File: src/rtl/accel_vibration_moving_average_unit_macros.svh
// ----------------------------------------------------------------------------
// Assertion macros for the vibration moving-average unit
// Shared concurrent assertion forms, clocked and disabled during reset.
// ----------------------------------------------------------------------------
`ifndef ACCEL_VIBRATION_MOVING_AVERAGE_UNIT_MACROS_SVH
`define ACCEL_VIBRATION_MOVING_AVERAGE_UNIT_MACROS_SVH

// The consequent must hold in the same cycle as the antecedent.
`define AVMU_ASSERT_IMPL(name, ck, rn, ante, cons) \
  name: assert property (@(posedge ck) disable iff (!rn) (ante) |-> (cons)) \
    else $error("avmu: same-cycle check failed");

// The consequent must hold in the cycle after the antecedent.
`define AVMU_ASSERT_NEXT(name, ck, rn, ante, cons) \
  name: assert property (@(posedge ck) disable iff (!rn) (ante) |=> (cons)) \
    else $error("avmu: next-cycle check failed");

`endif

File: src/rtl/avmu_pkg.sv
// ----------------------------------------------------------------------------
// avmu_pkg
// Widths, window length and register indexes for the vibration unit.
// ----------------------------------------------------------------------------
`timescale 1ns / 1ps

package avmu_pkg;

  localparam int WINDOW = 10;

  localparam int AXIS_W = 16;
  localparam int OFFS_W = 13;
  localparam int ONEG_W = 16;
  localparam int CORR_W = 17;
  localparam int MAG_W  = 16;
  localparam int SOS_W  = 32;
  localparam int ROOT_W = SOS_W / 2;
  localparam int VIB_W  = 17;
  localparam int SUM_W  = VIB_W + $clog2(WINDOW);
  localparam int SLOT_W = $clog2(WINDOW);
  localparam int CFG_IDX_W = 2;
  localparam int CFG_DAT_W = 16;

  localparam logic [CFG_IDX_W-1:0] REG_OFFSET_X = 2'd0;
  localparam logic [CFG_IDX_W-1:0] REG_OFFSET_Y = 2'd1;
  localparam logic [CFG_IDX_W-1:0] REG_OFFSET_Z = 2'd2;
  localparam logic [CFG_IDX_W-1:0] REG_ONE_G    = 2'd3;

  typedef logic signed [VIB_W-1:0] vib_t;

endpackage

File: src/rtl/accel_vibration_moving_average_unit.sv
// One accelerometer sample (three signed axes) goes in per transfer and one
// result comes out: the offset-corrected vector magnitude less the one-g
// count, and the truncated mean of the last ten such values (entries not yet
// written count as zero). Work is serial throughout: the sum of squares is
// formed one multiplier bit at a time, the square root one root bit at a
// time, and the window sum is divided by the window length one quotient bit
// at a time; a new sample is not taken until the previous one is finished
// and its result handed to the output register. A new sample is taken while
// the previous result still waits on a stalled output.
// Configuration writes take effect at once and belong in idle periods.
`timescale 1ns / 1ps

`include "accel_vibration_moving_average_unit_macros.svh"

module accel_vibration_moving_average_unit (
  input  logic                                  clk,
  input  logic                                  rst_n,
  input  logic                                  in_valid,
  output logic                                  in_stall,
  input  logic signed [avmu_pkg::AXIS_W-1:0]    in_accel_x,
  input  logic signed [avmu_pkg::AXIS_W-1:0]    in_accel_y,
  input  logic signed [avmu_pkg::AXIS_W-1:0]    in_accel_z,
  output logic                                  out_valid,
  input  logic                                  out_stall,
  output avmu_pkg::vib_t                        out_vibration_now,
  output avmu_pkg::vib_t                        out_vibration_smoothed,
  input  logic                                  cfg_we,
  input  logic [avmu_pkg::CFG_IDX_W-1:0]        cfg_index,
  input  logic [avmu_pkg::CFG_DAT_W-1:0]        cfg_wdata
);
  import avmu_pkg::*;

  localparam logic [2:0] ST_IDLE   = 3'd0;
  localparam logic [2:0] ST_MUL    = 3'd1;
  localparam logic [2:0] ST_ROOT   = 3'd2;
  localparam logic [2:0] ST_MEAN   = 3'd3;
  localparam logic [2:0] ST_FINISH = 3'd4;

  localparam int MCNT_W = $clog2(MAG_W);

  logic [2:0]               state_r, state_nxt;
  logic [OFFS_W-1:0]        offset_x_r, offset_y_r, offset_z_r;
  logic [ONEG_W-1:0]        one_g_r;
  logic [MAG_W-1:0]         mag_x_r, mag_y_r, mag_z_r;
  logic [MAG_W-1:0]         sh_x_r, sh_y_r, sh_z_r;
  logic [MAG_W-1:0]         sh_x_nxt, sh_y_nxt, sh_z_nxt;
  logic [SOS_W-1:0]         acc_r, acc_nxt;
  logic [MCNT_W-1:0]        mcnt_r, mcnt_nxt;
  logic                     root_start_r, root_start_nxt;
  logic                     mean_start_r, mean_start_nxt;
  vib_t                     vib_r, vib_nxt;
  vib_t                     now_r, smooth_r;
  logic                     out_valid_r, out_valid_nxt;
  logic                     load_out;
  logic                     in_fire;
  logic                     root_done, mean_done;
  logic [ROOT_W-1:0]        root;
  vib_t                     mean;
  logic [MAG_W-1:0]         mag_x, mag_y, mag_z;
  logic [MAG_W-1:0]         pp_x, pp_y, pp_z;

  // Magnitude of an offset-corrected axis; it never exceeds 36864.
  function automatic logic [MAG_W-1:0] corr_mag(logic [AXIS_W-1:0] a,
                                                 logic [OFFS_W-1:0] o);
    logic [CORR_W-1:0] c;
    logic [CORR_W-1:0] m;
    c = {a[AXIS_W-1], a} + {{(CORR_W - OFFS_W){o[OFFS_W-1]}}, o};
    m = c[CORR_W-1] ? (~c + 1'b1) : c;
    return m[MAG_W-1:0];
  endfunction

  assign mag_x = corr_mag(in_accel_x, offset_x_r);
  assign mag_y = corr_mag(in_accel_y, offset_y_r);
  assign mag_z = corr_mag(in_accel_z, offset_z_r);

  assign in_stall = (state_r != ST_IDLE);
  assign in_fire  = in_valid && !in_stall;
  assign load_out = (state_r == ST_FINISH) && (!out_valid_r || !out_stall);

  // All three squares share the multiplier bit position, so one accumulator
  // doubles each cycle and takes the three partial products together.
  assign pp_x = sh_x_r[MAG_W-1] ? mag_x_r : '0;
  assign pp_y = sh_y_r[MAG_W-1] ? mag_y_r : '0;
  assign pp_z = sh_z_r[MAG_W-1] ? mag_z_r : '0;

  always_comb begin
    state_nxt      = state_r;
    sh_x_nxt       = sh_x_r;
    sh_y_nxt       = sh_y_r;
    sh_z_nxt       = sh_z_r;
    acc_nxt        = acc_r;
    mcnt_nxt       = mcnt_r;
    root_start_nxt = 1'b0;
    mean_start_nxt = 1'b0;
    vib_nxt        = vib_r;
    out_valid_nxt  = out_valid_r && out_stall;
    case (state_r)
      ST_IDLE: begin
        if (in_fire) begin
          sh_x_nxt  = mag_x;
          sh_y_nxt  = mag_y;
          sh_z_nxt  = mag_z;
          acc_nxt   = '0;
          mcnt_nxt  = '0;
          state_nxt = ST_MUL;
        end
      end
      ST_MUL: begin
        acc_nxt = {acc_r[SOS_W-2:0], 1'b0}
                + {{(SOS_W - MAG_W){1'b0}}, pp_x}
                + {{(SOS_W - MAG_W){1'b0}}, pp_y}
                + {{(SOS_W - MAG_W){1'b0}}, pp_z};
        sh_x_nxt = {sh_x_r[MAG_W-2:0], 1'b0};
        sh_y_nxt = {sh_y_r[MAG_W-2:0], 1'b0};
        sh_z_nxt = {sh_z_r[MAG_W-2:0], 1'b0};
        mcnt_nxt = mcnt_r + 1'b1;
        if (mcnt_r == MCNT_W'(MAG_W - 1)) begin
          root_start_nxt = 1'b1;
          state_nxt      = ST_ROOT;
        end
      end
      ST_ROOT: begin
        if (root_done) begin
          vib_nxt        = vib_t'({1'b0, root} - {1'b0, one_g_r});
          mean_start_nxt = 1'b1;
          state_nxt      = ST_MEAN;
        end
      end
      ST_MEAN: begin
        if (mean_done) begin
          state_nxt = ST_FINISH;
        end
      end
      ST_FINISH: begin
        if (load_out) begin
          out_valid_nxt = 1'b1;
          state_nxt     = ST_IDLE;
        end
      end
      default: begin
        state_nxt = ST_IDLE;
      end
    endcase
  end

  always_ff @(posedge clk) begin
    if (!rst_n) begin
      state_r      <= ST_IDLE;
      out_valid_r  <= 1'b0;
      root_start_r <= 1'b0;
      mean_start_r <= 1'b0;
      mcnt_r       <= '0;
      offset_x_r   <= OFFS_W'(240);
      offset_y_r   <= OFFS_W'(-150);
      offset_z_r   <= OFFS_W'(1876);
      one_g_r      <= ONEG_W'(16384);
    end else begin
      state_r      <= state_nxt;
      out_valid_r  <= out_valid_nxt;
      root_start_r <= root_start_nxt;
      mean_start_r <= mean_start_nxt;
      mcnt_r       <= mcnt_nxt;
      if (cfg_we) begin
        case (cfg_index)
          REG_OFFSET_X: offset_x_r <= cfg_wdata[OFFS_W-1:0];
          REG_OFFSET_Y: offset_y_r <= cfg_wdata[OFFS_W-1:0];
          REG_OFFSET_Z: offset_z_r <= cfg_wdata[OFFS_W-1:0];
          REG_ONE_G:    one_g_r    <= cfg_wdata[ONEG_W-1:0];
          default: begin
          end
        endcase
      end
    end
    sh_x_r <= sh_x_nxt;
    sh_y_r <= sh_y_nxt;
    sh_z_r <= sh_z_nxt;
    acc_r  <= acc_nxt;
    vib_r  <= vib_nxt;
    if (in_fire) begin
      mag_x_r <= mag_x;
      mag_y_r <= mag_y;
      mag_z_r <= mag_z;
    end
    if (load_out) begin
      now_r    <= vib_r;
      smooth_r <= mean;
    end
  end

  avmu_isqrt u_isqrt (
    .clk      (clk),
    .rst_n    (rst_n),
    .start    (root_start_r),
    .radicand (acc_r),
    .done     (root_done),
    .root     (root)
  );

  avmu_window u_window (
    .clk   (clk),
    .rst_n (rst_n),
    .start (mean_start_r),
    .vib   (vib_r),
    .done  (mean_done),
    .mean  (mean)
  );

  assign out_valid              = out_valid_r;
  assign out_vibration_now      = now_r;
  assign out_vibration_smoothed = smooth_r;

  `AVMU_ASSERT_NEXT(a_accept_starts_mul, clk, rst_n, in_fire, state_r == ST_MUL)
  `AVMU_ASSERT_IMPL(a_root_done_in_phase, clk, rst_n, root_done, state_r == ST_ROOT)
  `AVMU_ASSERT_IMPL(a_mean_done_in_phase, clk, rst_n, mean_done, state_r == ST_MEAN)
  `AVMU_ASSERT_IMPL(a_result_from_finish, clk, rst_n, $rose(out_valid_r), $past(state_r) == ST_FINISH)

endmodule

File: src/rtl/avmu_isqrt.sv
// ----------------------------------------------------------------------------
// avmu_isqrt
// Bit-serial floor square root, one root bit per cycle.
// ----------------------------------------------------------------------------
`timescale 1ns / 1ps

module avmu_isqrt (
  input  logic                        clk,
  input  logic                        rst_n,
  input  logic                        start,
  input  logic [avmu_pkg::SOS_W-1:0]  radicand,
  output logic                        done,
  output logic [avmu_pkg::ROOT_W-1:0] root
);
  import avmu_pkg::*;

  localparam int CNT_W = $clog2(ROOT_W);

  logic [SOS_W-1:0]  rad_r, rad_nxt;
  logic [ROOT_W:0]   rem_r, rem_nxt;
  logic [ROOT_W-1:0] root_r, root_nxt;
  logic [CNT_W-1:0]  cnt_r, cnt_nxt;
  logic              busy_r, busy_nxt;
  logic              done_r, done_nxt;
  logic [ROOT_W+2:0] rem_sh;
  logic [ROOT_W+2:0] trial;

  // Two radicand bits enter the partial remainder on every step.
  assign rem_sh = {rem_r, rad_r[SOS_W-1 -: 2]};
  assign trial  = {1'b0, root_r, 2'b01};

  always_comb begin
    rad_nxt  = rad_r;
    rem_nxt  = rem_r;
    root_nxt = root_r;
    cnt_nxt  = cnt_r;
    busy_nxt = busy_r;
    done_nxt = 1'b0;
    if (start) begin
      rad_nxt  = radicand;
      rem_nxt  = '0;
      root_nxt = '0;
      cnt_nxt  = '0;
      busy_nxt = 1'b1;
    end else if (busy_r) begin
      rad_nxt = {rad_r[SOS_W-3:0], 2'b00};
      if (rem_sh >= trial) begin
        rem_nxt  = rem_sh[ROOT_W:0] - trial[ROOT_W:0];
        root_nxt = {root_r[ROOT_W-2:0], 1'b1};
      end else begin
        rem_nxt  = rem_sh[ROOT_W:0];
        root_nxt = {root_r[ROOT_W-2:0], 1'b0};
      end
      cnt_nxt = cnt_r + 1'b1;
      if (cnt_r == CNT_W'(ROOT_W - 1)) begin
        busy_nxt = 1'b0;
        done_nxt = 1'b1;
      end
    end
  end

  always_ff @(posedge clk) begin
    if (!rst_n) begin
      busy_r <= 1'b0;
      done_r <= 1'b0;
      cnt_r  <= '0;
    end else begin
      busy_r <= busy_nxt;
      done_r <= done_nxt;
      cnt_r  <= cnt_nxt;
    end
    rad_r  <= rad_nxt;
    rem_r  <= rem_nxt;
    root_r <= root_nxt;
  end

  assign done = done_r;
  assign root = root_r;

endmodule

File: src/rtl/avmu_window.sv
// ----------------------------------------------------------------------------
// avmu_window
// Ring window with running sum and a bit-serial divide by the window length.
// ----------------------------------------------------------------------------
`timescale 1ns / 1ps

module avmu_window (
  input  logic           clk,
  input  logic           rst_n,
  input  logic           start,
  input  avmu_pkg::vib_t vib,
  output logic           done,
  output avmu_pkg::vib_t mean
);
  import avmu_pkg::*;

  localparam int REM_W = $clog2(WINDOW);
  localparam int CNT_W = $clog2(SUM_W);
  localparam logic [REM_W:0] WIN_C = (REM_W + 1)'(WINDOW);

  vib_t                    store_r [WINDOW];
  logic [SLOT_W-1:0]       slot_r, slot_nxt;
  logic signed [SUM_W-1:0] sum_r, sum_nxt;
  logic [SUM_W-1:0]        dvd_r, dvd_nxt;
  logic [SUM_W-1:0]        quo_r, quo_nxt;
  logic [REM_W-1:0]        rem_r, rem_nxt;
  logic [CNT_W-1:0]        cnt_r, cnt_nxt;
  logic                    neg_r, neg_nxt;
  logic                    busy_r, busy_nxt;
  logic                    done_r, done_nxt;
  logic [REM_W:0]          rem_sh;
  logic signed [SUM_W-1:0] old_ext;
  logic signed [SUM_W-1:0] vib_ext;
  logic [VIB_W-1:0]        quo_lo;

  assign old_ext = {{(SUM_W - VIB_W){store_r[slot_r][VIB_W-1]}}, store_r[slot_r]};
  assign vib_ext = {{(SUM_W - VIB_W){vib[VIB_W-1]}}, vib};
  assign rem_sh  = {rem_r, dvd_r[SUM_W-1]};

  always_comb begin
    slot_nxt = slot_r;
    sum_nxt  = sum_r;
    dvd_nxt  = dvd_r;
    quo_nxt  = quo_r;
    rem_nxt  = rem_r;
    cnt_nxt  = cnt_r;
    neg_nxt  = neg_r;
    busy_nxt = busy_r;
    done_nxt = 1'b0;
    if (start) begin
      sum_nxt  = sum_r - old_ext + vib_ext;
      slot_nxt = (slot_r == SLOT_W'(WINDOW - 1)) ? '0 : slot_r + 1'b1;
      // The divide works on the magnitude; the sign is put back at the end.
      neg_nxt  = sum_nxt[SUM_W-1];
      dvd_nxt  = sum_nxt[SUM_W-1] ? (~sum_nxt + 1'b1) : sum_nxt;
      quo_nxt  = '0;
      rem_nxt  = '0;
      cnt_nxt  = '0;
      busy_nxt = 1'b1;
    end else if (busy_r) begin
      dvd_nxt = {dvd_r[SUM_W-2:0], 1'b0};
      if (rem_sh >= WIN_C) begin
        rem_nxt = REM_W'(rem_sh - WIN_C);
        quo_nxt = {quo_r[SUM_W-2:0], 1'b1};
      end else begin
        rem_nxt = rem_sh[REM_W-1:0];
        quo_nxt = {quo_r[SUM_W-2:0], 1'b0};
      end
      cnt_nxt = cnt_r + 1'b1;
      if (cnt_r == CNT_W'(SUM_W - 1)) begin
        busy_nxt = 1'b0;
        done_nxt = 1'b1;
      end
    end
  end

  always_ff @(posedge clk) begin
    if (!rst_n) begin
      slot_r <= '0;
      sum_r  <= '0;
      busy_r <= 1'b0;
      done_r <= 1'b0;
      cnt_r  <= '0;
      for (int i = 0; i < WINDOW; i++) begin
        store_r[i] <= '0;
      end
    end else begin
      slot_r <= slot_nxt;
      sum_r  <= sum_nxt;
      busy_r <= busy_nxt;
      done_r <= done_nxt;
      cnt_r  <= cnt_nxt;
      if (start) begin
        store_r[slot_r] <= vib;
      end
    end
    dvd_r <= dvd_nxt;
    quo_r <= quo_nxt;
    rem_r <= rem_nxt;
    neg_r <= neg_nxt;
  end

  assign quo_lo = quo_r[VIB_W-1:0];
  assign done   = done_r;
  assign mean   = neg_r ? vib_t'(~quo_lo + 1'b1) : vib_t'(quo_lo);

endmodule

File: config.mk
export PLATFORM = sky130hd
export DESIGN_NAME = accel_vibration_moving_average_unit
export DESIGN_NICKNAME = d
export VERILOG_FILES = /design/src/rtl/avmu_pkg.sv /design/src/rtl/accel_vibration_moving_average_unit.sv /design/src/rtl/avmu_isqrt.sv /design/src/rtl/avmu_window.sv
export VERILOG_INCLUDE_DIRS = /design/src /design/src/rtl
export SDC_FILE = /design/constraint.sdc
export NUM_CORES = 1
export LEC_CHECK = 0
export BUFFER_PORTS_ARGS = -buffer_cell sky130_fd_sc_hd__buf_2
export CAP_MARGIN = 10
export CORE_MARGIN = 1.5
export CORE_UTILIZATION = 60
export DETAILED_ROUTE_END_ITERATION = 8
export GPL_ROUTABILITY_DRIVEN = 0
export GPL_TIMING_DRIVEN = 0
export PLACE_DENSITY = 0.75
export SYNTH_ARGS = -nofsm -noshare
export SYNTH_HDL_FRONTEND = slang
export SYNTH_SLANG_ARGS = --single-unit
export TNS_END_PERCENT = 10
File: constraint.sdc
create_clock -name clk -period 7.52 [get_ports clk]
set_clock_uncertainty 0.15 [all_clocks]
set_input_delay 0.752 -clock clk [delete_from_list [all_inputs] [get_ports clk]]
set_output_delay 0.752 -clock clk [all_outputs]
set_load 0.005 [all_outputs]
* Word-level counts from Yosys, hierarchy flattened
Memory sizes are Yosys's and may differ from the RTL's. A register that Yosys moved wholly into a read port is not among the register bits. Index checks and enable logic that the tools add are counted.
Word-level totals: flip-flop bits (word level) 390, bits in writable memories 170, bits of input ports 71, output and inout bits 36, logic and storage cells 162, memories kept 1
Cells by class: add/sub/neg operators 20, order comparisons 2, eq/ne operators 16, muxes and demuxes 54, bitwise gates (word level) 8, reductions and logical operators 27
Memory list:
- u_window.store_r | words 10, bits a word 17, rd ports 1, clocked after Yosys merged registers in 1, wr ports 10, RTL line avmu_window.sv:21 | vib_t store_r [WINDOW];
Operators by type and width (number):
- $mux W16 | 9
- $add A32 B16 Y32 | 3
- $mux W32 | 3
- $pmux W16 S2 | 3
- $pmux W32 S2 | 1
- $mux W21 | 3
- $add A16 B13 Y17 | 3
- $mux W17 | 3
- $add A16 B1 Y16 const B | 3
- $not A16 Y16 | 3
- $mux W4 | 6
- $add A21 B1 Y21 const B | 1
- $add A21 B17 Y21 | 1
- $not A21 Y21 | 1
- $sub A21 B17 Y21 | 1
- $ge A19 B18 Y1 | 1
- $mux W1 | 19
- $add A17 B1 Y17 const B | 1
- $not A17 Y17 | 1
- $reduce_or A17 Y1 | 1
- $sub A16 B16 Y17 | 1
- $sub A17 B17 Y17 | 1
- $reduce_and A2 Y1 | 8
- $mux W3 | 5
- other kinds (26) | 45

* Depth between registers and ports, before layout
depth after elaboration 6, gate-level depth with buffers 21, gate-level depth less buffers 17

* Cells and area by module
From an unflattened synthesis, not the netlist that was laid out.
Unflattened totals: cells, all modules 3044, area total of the unflattened synthesis 35123.7 µm²
By module, submodules not included:
- avmu_window | instances 1, cells an instance 1262, area each 16719.8 µm², sequential area each 9969.6 µm²
- accel_vibration_moving_average_unit | instances 1, cells an instance 1403, area each 14551.5 µm², sequential area each 6676.4 µm²
- avmu_isqrt | instances 1, cells an instance 379, area each 3852.4 µm², sequential area each 1741.7 µm²

* Worst setup path after synthesis
No wires, ideal clock.
path kind register to register, from register (tool-made name), to register u_window.dvd_r[19], data pin, library setup time 0.261 ns, arrival time 5.839 ns, required time 7.109 ns, path slack 1.270 ns, stages on the path, launching flop included 19, path buffers 5, period minus slack after synthesis 6.250 ns, path through dfxtp_1 -> clkbuf_1 -> clkbuf_1 -> buf_1 -> mux4_2 -> mux4_2 -> fa_1 -> fa_1 -> nand2b_1 -> a211oi_2 -> o211ai_1 -> a211o_1 -> a31oi_1 -> mux2i_1 -> or2_1 -> buf_2 -> buf_2 -> a211oi_1 -> a221o_1
RTL lines:
- end signal, assigned | RTL line avmu_window.sv:97 | dvd_r <= dvd_nxt;
- end, declared | RTL line avmu_window.sv:24 | logic [SUM_W-1:0] dvd_r, dvd_nxt;

==> results.txt <==
Hold Path Class -> in -> reg
port bufs -> 106
Worst EP required -> 7.74 ns
Critical Path AT -> 7.66 ns
pin count of the biggest net entering global routing -> 65
top cells by area, synth -> edfxtp_1, dfxtp_1, mux4_2
post-CTS setup buffer count -> 0
Avg Cell Area, Syn -> 11.53 um2
FILL cells -> 4,062
Die Span Y -> 244.2 um
final worst path period need -> 7.435 ns
hold buffers post-CTS -> 0
register area -> 0.01839 mm2
startpoint of the worst hold path -> cfg_wdata[13]
CP max FO -> 10
Main synth FF type -> edfxtp_1
final WL -> 91.76 mm
Core Box Area -> 0.05759 mm2
Max-slew headroom -> 0.1417
Clock Sinks -> 666
final design utilization -> 0.6804
GR met2 Demand/Resource -> 0.5299
antenna violations before repair -> 0
Leak -> 14.25 nW
Clock Latency Late Sink -> 0.64 ns
Final Setup Violations -> 0
global route hottest layer -> met2
wire per inst -> 22.68 um
antenna viol nets, final -> 0
dpl cells -> 3,912
die width -> 244.2 um
Syn Std Cell Area -> 0.03491 mm2
status -> finished, final reports clean
Synth top area share -> 0.4344
IO Pins -> 107
synthesized instance count -> 3,028
Starting Density -> 0.6062
multi-input combinational cell area -> 0.01533 mm2
GR Layer Usage met1 -> 0.3779
Area Growth Syn to Fin -> 12.24%
CTS H-tree depth -> 3
ys async rst share -> 0
Clock Tree Root -> clkbuf_16
Final Hold Fails -> 0
global-route wire length before repair -> 141.1 mm
DR vias/cell -> 6.194
DR DRC count -> 0
die area -> 0.05964 mm2
GRT Total Usage -> 0.3110
Final Cycle Share -> 0.9887
maximum capacitance violations -> 0
dpl hpwl -> 64.52 mm
met3 usage -> 0.05059
NumNets Final -> 3,479
routed via count -> 25,060
total CTS buffers -> 71
TritonRoute pass-1 iters -> 6
clock buffer depth -> 3
num rows -> 88
type of origin of the critical path -> register
clk slew on worst S/H paths -> 0.06 ns
PwrDens -> 258.8 mW/mm2
sequential area share after synthesis -> 0.5267
element type at the critical path end -> register
synthesized flop and latch total -> 666
GRT overflow -> 0
vias in the first global route -> 25,180
Yosys Warn Count -> 0
kind of critical path -> reg -> reg
peak supply drop -> 0.0002148 V
post-synth cell types -> 89
layout cells sized above 1 -> 0.1341
EDFF count, synth -> 505
Slew Limit Fails -> 0
TritonCTS clock tree -> built
Worst-Margin Slew -> 1.287 ns
cell taking the most area after synthesis -> edfxtp_1
most numerous cell in the Yosys netlist -> edfxtp_1
top cells by count, synth -> edfxtp_1, nor2_1, nand2_1, inv_1, dfxtp_1
initial drt markers -> 2,385
final std cells w/o fill -> 4,046
Synth Net Count -> 3,286
Max Clk Rate -> 0.1345 GHz
==> routing by layer <==
metal	wire length, um	vias up
li1	-	11370
met1	34520	12250
met2	44760	1146
met3	6727	294
met4	5751	0
met5	0	-
==> timing repair <==
action / CTS / global route
setup endpoints to repair: 13 / 6
hold endpoints to repair: 0 / 0
resized for setup: 5 / 3
==> per-stage QoR <==
stage / TNS, ns / hold slack, ns / area (um2) / setup slack, ns / power (W)
floorplan: 0 / 0.2733 / 34910 / 1.270 / 0.006004
CTS: 0 / 0.2376 / 39170 / 0.2143 / 0.01013
global route: -0.04652 / 0.2531 / 39180 / -0.04516 / 0.01056
global placement: -0.2211 / 0.2901 / 36400 / -0.09084 / 0.006422
finish: 0 / 0.2685 / 39180 / 0.08513 / 0.01014
detailed placement: -1.588 / 0.2989 / 36730 / -0.2622 / 0.006526
==> final cells by class <==
| cell class | instances | share of cell area |
|---|---|---|
| tap | 765 | 0.02443 |
| clock buffer | 94 | 0.05020 |
| clock inverter | 38 | 0.01162 |
| timing repair buffer | 120 | 0.02082 |
| sequential | 666 | 0.4693 |
| antenna | 1 | 0.00006386 |
| buffer | 115 | 0.01293 |
| multi-input combinational | 2045 | 0.3913 |
| inverter | 202 | 0.01935 |
==> worst paths after layout <==
| kind | to | slack [ns] | cells after the start |
|---|---|---|---|
| setup / recovery | u_window.dvd_r[19]$_DFFE_PP_ | 0.09 | 18 |
| hold / removal | one_g_r[13]$_SDFFE_PN0P_ | 0.27 | 3 |
| setup reg to reg | u_window.dvd_r[19]$_DFFE_PP_ | 0.09 | 18 |
| hold reg to reg | one_g_r[13]$_SDFFE_PN0P_ | 0.31 | 2 |
==> critical path, stage by stage (launching register included) <==
cell and delay [ns]:
dfxtp_1 0.32, clkbuf_1 0.20, clkbuf_1 0.61, clkdlybuf4s15_1 0.79
mux4_2 0.46, mux4_2 0.57, fa_1 0.50, fa_1 0.48
nand2b_1 0.19, a211oi_2 0.35, o211ai_1 0.22, a211o_1 0.37
a31oi_1 0.26, mux2i_2 0.62, or2_1 0.19, buf_2 0.23
buf_2 0.28, a211oi_1 0.07, a221o_1 0.28
==> sequential cells by signal, summed over array words and instances (netlist names), 16 cells and up, named ones only <==
name and flops:
u_window.quo_r 17, sh_z_r 16, u_window.store_r 272, vib_r 17, mag_x_r 16, sh_y_r 16, out_vibration_now 17, acc_r 32
u_window.sum_r 21, u_isqrt.rad_r 32, out_vibration_smoothed 17, sh_x_r 16, u_window.dvd_r 21, u_isqrt.rem_r 17, mag_z_r 16, mag_y_r 16
one_g_r 16, u_isqrt.root 16
==> cell usage in the layout, fill, tap and decap left out, types with 83 or more instances in the layout <==
cell	netlist	final
edfxtp_1	505	505
nor2_1	377	371
nand2_1	241	240
inv_1	201	200
dfxtp_1	161	161
a21oi_1	136	135
ha_1	131	131
xnor2_1	111	111
buf_2	2	110
clkbuf_1	93	107
mux4_2	85	85
and2_1	83	83
==> power by group <==
group / internal, W / total, W / switching [W] / leakage, nW
registers: 0.00423 / 0.00435 / 0.000118 / 5.97
logic: 0.000902 / 0.00216 / 0.00126 / 7.13
clock network: 0.00208 / 0.00363 / 0.00154 / 1.15
==> kinds of logic (layout without fill, tap and decap cells) <==
| family | after synthesis | count (layout) | synth area share |
|---|---|---|---|
| AO/OA/AOI/OAI | 467 | 467 | 0.08867 |
| XOR/XNOR | 152 | 152 | 0.03813 |
| adder cells (fa/ha/maj) | 187 | 187 | 0.07906 |
| buffers and inverters | 317 | 569 | 0.03559 |
| flip-flops | 666 | 666 | 0.5267 |
| multiplexers | 206 | 206 | 0.09218 |
| other | 0 | 1 | 0 |
| AND/OR/NAND/NOR | 1033 | 1033 | 0.1397 |
(Power assumes the default switching activity.)
